===== src/rtl/scpu_pkg.sv =====
`default_nettype none
// ----------------------------------------------------------------------------
// scpu_pkg
// Shared types and constants for the 16-bit machine execute step.
// ----------------------------------------------------------------------------
package scpu_pkg;

  localparam int WORD_W  = 16;
  localparam int PC_W    = 8;
  localparam int DMEM_DEPTH = 256;
  localparam int NUM_PORTS  = 8;
  localparam int NUM_REGS_DEF    = 8;
  localparam int STACK_DEPTH_DEF = 16;
  localparam logic [31:0] STEP_LIMIT_RST = 32'hFFFF_FFFF;

  typedef enum logic [4:0] {
    OP_NOP = 5'd0, OP_HLT = 5'd1, OP_ADD = 5'd2, OP_SUB = 5'd3, OP_MUL = 5'd4,
    OP_DIV = 5'd5, OP_MOD = 5'd6, OP_AND = 5'd7, OP_OR = 5'd8, OP_XOR = 5'd9,
    OP_SHL = 5'd10, OP_SHR = 5'd11, OP_ASR = 5'd12, OP_CMP = 5'd13,
    OP_LD = 5'd14, OP_ST = 5'd15, OP_LDI = 5'd16, OP_LUI = 5'd17,
    OP_ADDI = 5'd18, OP_BR = 5'd19, OP_JMP = 5'd20, OP_CALL = 5'd21,
    OP_RET = 5'd22, OP_IN = 5'd23, OP_OUT = 5'd24
  } opcode_t;

  typedef enum logic [1:0] {
    ST_RUN = 2'd0, ST_HALT = 2'd1, ST_TIMEOUT = 2'd2, ST_FAULT = 2'd3
  } run_t;

  typedef enum logic [2:0] {
    BC_AL = 3'd0, BC_EQ = 3'd1, BC_NE = 3'd2, BC_LT = 3'd3,
    BC_GE = 3'd4, BC_LTU = 3'd5, BC_GEU = 3'd6, BC_NV = 3'd7
  } brcond_t;

  localparam logic [1:0] REG_STEP_LIMIT = 2'd0;

  // controller -> datapath
  typedef struct packed {
    logic capture;   // latch the accepted item, read operands
    logic exec;      // operands ready, run non-divide ops / decide
    logic div_start; // launch the divider
    logic commit;    // write back the result
  } dp_cmd_t;

  // datapath -> controller
  typedef struct packed {
    logic running;   // status is running and count is below the limit
    logic is_div;    // div/mod with a nonzero divisor
    logic div_done;
  } dp_stat_t;

endpackage
`default_nettype wire


===== src/rtl/scpu_ctrl.sv =====
`default_nettype none
// ----------------------------------------------------------------------------
// scpu_ctrl
// Step sequencer: capture, execute, optional divide wait, commit, output.
// ----------------------------------------------------------------------------
module scpu_ctrl (
  input  wire logic               clk,
  input  wire logic               rst,
  input  wire logic               in_valid,
  output      logic               in_stall,
  input  wire logic               out_stall,
  output      logic               out_valid,
  output      scpu_pkg::dp_cmd_t  cmd,
  input  wire scpu_pkg::dp_stat_t stat
);
  import scpu_pkg::*;

  typedef enum logic [2:0] {S_IDLE, S_EXEC, S_DIV, S_COMMIT, S_OUT} state_t;
  state_t state;

  // input taken only when idle, or when the held result leaves this cycle
  logic take;
  assign in_stall = rst || !(state == S_IDLE || (state == S_OUT && !out_stall));
  assign take     = in_valid && !in_stall;

  always_comb begin
    cmd = '0;
    cmd.capture   = take;
    cmd.exec      = (state == S_EXEC);
    cmd.div_start = (state == S_EXEC) && stat.running && stat.is_div;
    cmd.commit    = (state == S_COMMIT);
  end

  always_ff @(posedge clk) begin
    if (rst) begin
      state     <= S_IDLE;
      out_valid <= 1'b0;
    end else begin
      case (state)
        S_IDLE: if (take) state <= S_EXEC;
        S_EXEC: state <= (stat.running && stat.is_div) ? S_DIV : S_COMMIT;
        S_DIV: if (stat.div_done) state <= S_COMMIT;
        S_COMMIT: begin
          state     <= S_OUT;
          out_valid <= 1'b1;
        end
        S_OUT: if (!out_stall) begin
          out_valid <= 1'b0;
          state     <= take ? S_EXEC : S_IDLE;
        end
        default: state <= S_IDLE;
      endcase
    end
  end

`ifndef SYNTH
  a_valid_out: assert property (@(posedge clk) disable iff (rst)
    out_valid == (state == S_OUT))
    else $error("out_valid out of step with state");
  a_commit_once: assert property (@(posedge clk) disable iff (rst)
    cmd.commit |=> !cmd.commit)
    else $error("double commit");
  a_no_take_busy: assert property (@(posedge clk) disable iff (rst)
    (state == S_EXEC || state == S_DIV || state == S_COMMIT) |-> !take)
    else $error("item taken mid-step");
`endif
endmodule
`default_nettype wire


===== config.mk =====
export PLATFORM = sky130hd
export DESIGN_NAME = scpu_ctrl
export DESIGN_NICKNAME = d
export VERILOG_FILES = /design/src/rtl/scpu_pkg.sv /design/src/rtl/scpu_ctrl.sv
export SDC_FILE = /design/constraint.sdc
export NUM_CORES = 1
export LEC_CHECK = 0
export BUFFER_PORTS_ARGS = -buffer_cell sky130_fd_sc_hd__buf_4
export CAP_MARGIN = 20
export CORE_AREA = 2 2 39 41
export DETAILED_ROUTE_END_ITERATION = 10
export DIE_AREA = 0 0 41 43
export HOLD_SLACK_MARGIN = 0.1
export REMOVE_ABC_BUFFERS = 1
export SLEW_MARGIN = 0
export SYNTH_ARGS = -nofsm -noshare
export SYNTH_HDL_FRONTEND = slang
export SYNTH_SLANG_ARGS = --single-unit

===== constraint.sdc =====
create_clock -name clk -period 2.6 [get_ports clk]
set_clock_uncertainty 0.05 [all_clocks]
set_input_delay 0.13 -clock clk [delete_from_list [all_inputs] [get_ports clk]]
set_output_delay 0.13 -clock clk [all_outputs]
set_load 0.02 [all_outputs]

After elaboration in Yosys (flattened, before gate mapping)
Cells that the tools add are included.

Register bits: 4. Input port bits: 7. Output and inout bits: 6. Logic and storage cells: 31.

Equality and inequality tests: 7. Muxes and demuxes: 8. Reduce and logical (&&, ||, !) cells: 14.

Operator list (count): $pmux 3 s5 (1); $mux 3 (3); $eq 3x2->1 const B (2); $ne 2x2->1 const B (3); $logic_and 1x1->1 (5); $eq 3x1->1 const B (1); $eq 3x3->1 const B (1); $logic_not 1->1 (3); $logic_not 3->1 (1); $mux 1 (3); $reduce_and 3->1 (1); $logic_or 1x1->1 (2); $pmux 1 s2 (1); $reduce_and 2->1 (1); $reduce_bool 2->1 (1).

Logic depth before layout (Yosys ltp)
Gate-level depths: netlist (run 1).

Word-level depth: 10. Mapped depth: 4.

Least setup slack after synthesis (run 1)
Ideal clock, no wire load.

Path type: reg-to-output. Start point: reg state[0]. End point: out cmd[1] (netlist name). Data arrival time: 1.113 ns. Required time: 2.420 ns. Slack: 1.307 ns. Stages on the path, launching flop included: 4. Path buffers: 0. Path through: dfxtp_1 -> nor2b_2 -> and2b_1 -> and3_1.

RTL lines: from (decl) (line scpu_ctrl.sv:19) `state_t state;`; from (signal assigned) (line scpu_ctrl.sv:41) `S_EXEC: state <= (stat.running && stat.is_div) ? S_DIV : S_COMMIT;`; from (signal assigned) (line scpu_ctrl.sv:49) `state <= take ? S_EXEC : S_IDLE;`; to (decl) (line scpu_ctrl.sv:13) `output scpu_pkg::dp_cmd_t cmd,`.

==> impl_metrics.ini, run 1 <==
[outcome]
status = finished, final reports clean

[synth]
ys_ff_latch = 4
synth_common_cells = 5 x nor2_1, 4 x dfxtp_1, 2 x a211oi_1, 2 x inv_1, 2 x nor3_1
synth_top_cell_by_area = dfxtp_1
synth_cell_type_count = 18
async_flop_share_pct = 0
netlist.area_leader.share_pct = 34.2
syn_area_sq_um = 234
ys.flop_type = dfxtp_1
yosysMostFrequentCell = nor2_1
syn_area_per_cell_sq_um = 8.36
synth_area_leaders = dfxtp_1 34%, nor2_1 8.0%, a211oi_1 6.4%
ys_seq_area_share_pct = 34.2
synth_cells = 28
yosysWarningCount = 0
synth_edf_count = 0

[critical_path]
setup.worst_path.class = in2out
end_kind = primary output
arrival_ns = 1.45
crit_path_max_fanout = 5
required_ns = 2.42
start_kind = input port
rrSetupSlack_ns = 1.43
worst-r2r-cell-count = 3

[die]
ios = 13
initial_core_util_pct = 16.9
die-area_sq_um = 1760
die_h_um = 43
die_x_um = 41
coreArea_sq_um = 1380
row_count = 14

[grt]
antenna_found_initial = 0
grt_overflow = 0
grt_usage_pct = 7.93
grt_pass1_wl_um = 841
grt_pass1_vias = 224
grt_start_max_net_pins = 10

[worst_hold_path]
hold_depth = 3
hold_path_class = in2reg

[placed_design]
io_buffers = 12
dpl-instance-area_sq_um = 332
gp_congestion = 0.728
dp_hpwl_um = 402

[pwr]
ir_drop_mv = 0.195
power_leakage_uw = 0.000164
power.density_nw_per_um2 = 673
power_uw = 245

[layout]
fin_util_pct = 26.3
drive_above_1_share_pct = 38.1
fillers = 158
diodes = 0
nets = 51
area_delta_synth_final_pct = 55.6
design_area_sq_um = 364

[clock_tree]
clock-sinks = 4
cts_root_buf = clkbuf_4
clk_latency_ns = 0.23
h-tree-depth = 1
cts_tree = built
cts_resized = 0
clockBufferDepth = 2
clk_pin_slew_ns = 0.04
cts_buffers = 3

[detailed_routing]
dr_total_vias = 265
vias_per_cell = 4.57
dr.pass1.iters = 4
dr.first_iter.drc_count = 5
ant_nets = 0
drcViolationCount = 0
wirelength_um = 507
routedWlPerCell_um = 8.74

[timing]
worst_pin_slew_ns = 0.304
slew_violations = 0
hold_violations = 0
setup_violations = 0
post-route-period-util_pct = 62.9
fin_crit_ns = 1.63
fmax_mhz = 612
slew_headroom_pct = 79.7
rsz0062_at_grt = no
setup_tns_ns = 0

[run]
maxCapViolations = 0
[final cells by class]
type                            instances  area (sq um)  area share (%)
Multi-Input combinational cell         20           134            36.8
Sequential cell                         4          80.1            22.0
Inverter                                2          7.51            2.06
Clock buffer                            3          22.5            6.19
Timing Repair Buffer                   13           100            27.5
Tap cell                               16          20.0            5.50
[routing by layer]
layer,vias up,track usage (%),wire (um)
met5,-,0,0
met1,118,7.72,196
met2,19,9.69,242
met3,0,6.28,68
met4,0,8.00,0
li1,128,-,-
[where the power goes]
group / leakage [uW] / internal [uW] / switching (uW)
registers: 0.0000328 / 70.2 / 15.2
logic: 0.000118 / 43.4 / 39.9
clock network: 0.0000138 / 51.6 / 24.8
total: 0.000164 / 165 / 79.9
[registers in the layout, indices dropped and copies added, names as in the netlist]
signal,cells
out_valid,1
state,3
[critical path: stages]
cell and delay (ns):
dlygate4sd3_1 0.53, buf_4 0.15, a2111o_1 0.39, nor2_1 0.10, buf_4 0.14
[cells in the final DEF, fill, tap and decap left out, types with 2 or more instances in the layout]
| cell type | netlist | routed |
|---|---|---|
| a211oi_1 | 2 | 2 |
| nor3_1 | 2 | 2 |
| dfxtp_1 | 4 | 4 |
| nor2_1 | 5 | 5 |
| clkbuf_4 | 0 | 3 |
| buf_4 | 1 | 12 |
| inv_1 | 2 | 2 |
[worst paths after layout]
| check | startpoint | to |
|---|---|---|
| setup reg to reg | state[2]$_SDFFE_PP0P_ | out_valid$_SDFFE_PP0P_ |
| hold / removal | out_stall | state[2]$_SDFFE_PP0P_ |
| setup / recovery | rst | cmd[3] |
| hold reg to reg | out_valid$_SDFFE_PP0P_ | out_valid$_SDFFE_PP0P_ |
[cells by family (layout without fill, tap and decap cells)]
kind of cell | Yosys count | count (layout) | share of synthesized area (%)
and+or+nand+nor | 12 | 12 | 28.3
AOI/OAI and AO/OA | 6 | 6 | 20.9
DFF | 4 | 4 | 34.2
buffers and inverters | 4 | 18 | 8.56
xor gates and xnor gates | 1 | 1 | 3.74
muxes | 1 | 1 | 4.28
[repair_timing]
item                      4_1_cts  5_1_grt
hold buffers                    1        0
buffers inserted                0        0
hold endpoints to repair        4        0
[metrics by stage]
stage               std cells  setup slack [ns]  hold slack [ns]
floorplan                  26              1.28            0.152
global placement           54              1.35            0.292
detailed placement         54              1.35            0.291
CTS                        58             0.959            0.156
global route               58             0.907            0.172
finish                     58             0.966            0.153
Power figures use the tool's default switching activity.
==> run 2: changes to the inputs <==
==> constraint.sdc (replaced) <==
create_clock -name clk -period 1.52 [get_ports clk]
set_clock_uncertainty 0.05 [all_clocks]
set_input_delay 0.076 -clock clk [delete_from_list [all_inputs] [get_ports clk]]
set_output_delay 0.076 -clock clk [all_outputs]
set_load 0.02 [all_outputs]
==> run 2 against run 1 <==
Effect of this change:
- final cell count unchanged
- via count down 4.2%
- die area stayed put
- non-clock buffer count did not move
- wire length rose by 8.5%
- worst hold slack lost 0.043 ns
- critical path type is now reg2out
- largest cell class unchanged
- largest power group is now combinational cells
==> impl_metrics.ini, run 2 (same netlist as run 1, synthesis figures left out) <==
[outcome]
status = finished, final reports clean

[layout]
nets = 51
layout_common_cells = 12 x buf_4, 5 x nor2_1, 4 x dfxtp_1
reg_top3 = state: 3 flops, out_valid: 1 flops
mostFrequentLayoutCell = buf_4
drive_above_1_share_pct = 38.1
ff_latch_area_sq_um = 80.1
fillers = 157
largest_register = state
multi_input_area_sq_um = 139
diodes = 0
largest_reg_flops = 3
area_delta_synth_final_pct = 57.8

[detailed_routing]
wirelength_um = 550
dr.pass1.iters = 4
routedWlPerCell_um = 9.48
dr.first_iter.drc_count = 1
vias_per_cell = 4.38
drcViolationCount = 0
dr_total_vias = 254
ant_nets = 0

[placed_design]
dp_hpwl_um = 420
gp_congestion = 0.750
io_buffers = 12

[worst_hold_path]
hold_path_class = in2reg

[timing]
hold_violations = 0
post-route-period-util_pct = 92.5
slew_violations = 0
fin_crit_ns = 1.41
rsz0062_at_grt = no
fmax_mhz = 711
setup_tns_ns = 0
setup_violations = 0
slew_headroom_pct = 79.1
worst_pin_slew_ns = 0.313

[die]
die_x_um = 41
die_h_um = 43
ios = 13
die-area_sq_um = 1760
coreArea_sq_um = 1380
initial_core_util_pct = 16.9
row_count = 14

[grt]
grt_usage_pct = 8.14
grt_start_max_net_pins = 10
antenna_found_initial = 0
grt_pass1_vias = 214
grt_pass1_wl_um = 883
grt_overflow = 0

[pwr]
power_leakage_uw = 0.000167
power.density_nw_per_um2 = 1150
power_uw = 423
ir_drop_mv = 0.619

[clock_tree]
cts_buffers = 3
clk_pin_slew_ns = 0.04
cts_root_buf = clkbuf_4
h-tree-depth = 1
clock-sinks = 4
cts_tree = built
clockBufferDepth = 2
post-cts-setup-buffers = 0
clk_latency_ns = 0.23

[critical_path]
arrival_ns = 1.28
rrSetupSlack_ns = 0.27
setup.worst_path.class = reg2out
required_ns = 1.39
start_kind = flip-flop
crit_path_max_fanout = 9
end_kind = primary output

[run]
maxCapViolations = 0
[run 2: cell counts in the layout (fill, tap and decap cells not counted)]
Identical to the previous run, type by type.
[run 2: worst max-delay path, cell delays in order (launching register included)]
cell and delay [ns]:
dfxtp_1 0.49, and2b_1 0.23, and3_1 0.17, buf_4 0.15
[run 2: area by class of cell]
cell class	instances	area share, %
Sequential cell	4	21.7
Tap cell	16	5.42
Timing Repair Buffer	13	27.1
Clock buffer	3	6.10
Inverter	2	2.03
Multi-Input combinational cell	20	37.6
[run 2: worst paths after layout]
| kind | startpoint | to | depth (start not counted) |
|---|---|---|---|
| setup / recovery | state[1]$_SDFFE_PP0P_ | cmd[1] | 3 |
| hold / removal | out_stall | state[2]$_SDFFE_PP0P_ | 3 |
| setup reg to reg | state[2]$_SDFFE_PP0P_ | out_valid$_SDFFE_PP0P_ | 3 |
| hold reg to reg | out_valid$_SDFFE_PP0P_ | out_valid$_SDFFE_PP0P_ | 2 |
[run 2: power by group]
part           internal (uW)  switching, uW
sequential               120           26.8
clock                   88.0           39.8
combinational           77.7           70.2
total                    286            137
[run 2: through the flow]
stage | utilization, % | hold slack (ns) | std cells | worst slack (ns) | instance area (sq um)
after global placement | 24.0 | 0.237 | 54 | 0.342 | 332
final | 26.7 | 0.110 | 58 | 0.114 | 369
after floorplan | - | 0.0984 | 26 | 0.256 | 221
after CTS | 26.3 | 0.113 | 58 | 0.0666 | 364
after global routing | 26.7 | 0.115 | 58 | 0.0393 | 369
after detailed placement | 24.0 | 0.234 | 54 | 0.316 | 332
[run 2: what timing repair did]
item / 4_1_cts / 5_1_grt
endpoints found under the hold margin: 4 / 0
hold buffers: 1 / 0
setup endpoints to repair: 0 / 1
gates resized for setup: 0 / 1
[run 2: metal layers]
metal / part of all wire [%] / global-route usage (%) / up-vias / wire length, um
met5: 0 / 0 / - / 0
met4: 2.5 / 4.00 / 0 / 14
met3: 11 / 7.85 / 2 / 60
met2: 42 / 9.06 / 12 / 231
li1: - / - / 128 / -
met1: 44 / 10.0 / 112 / 243
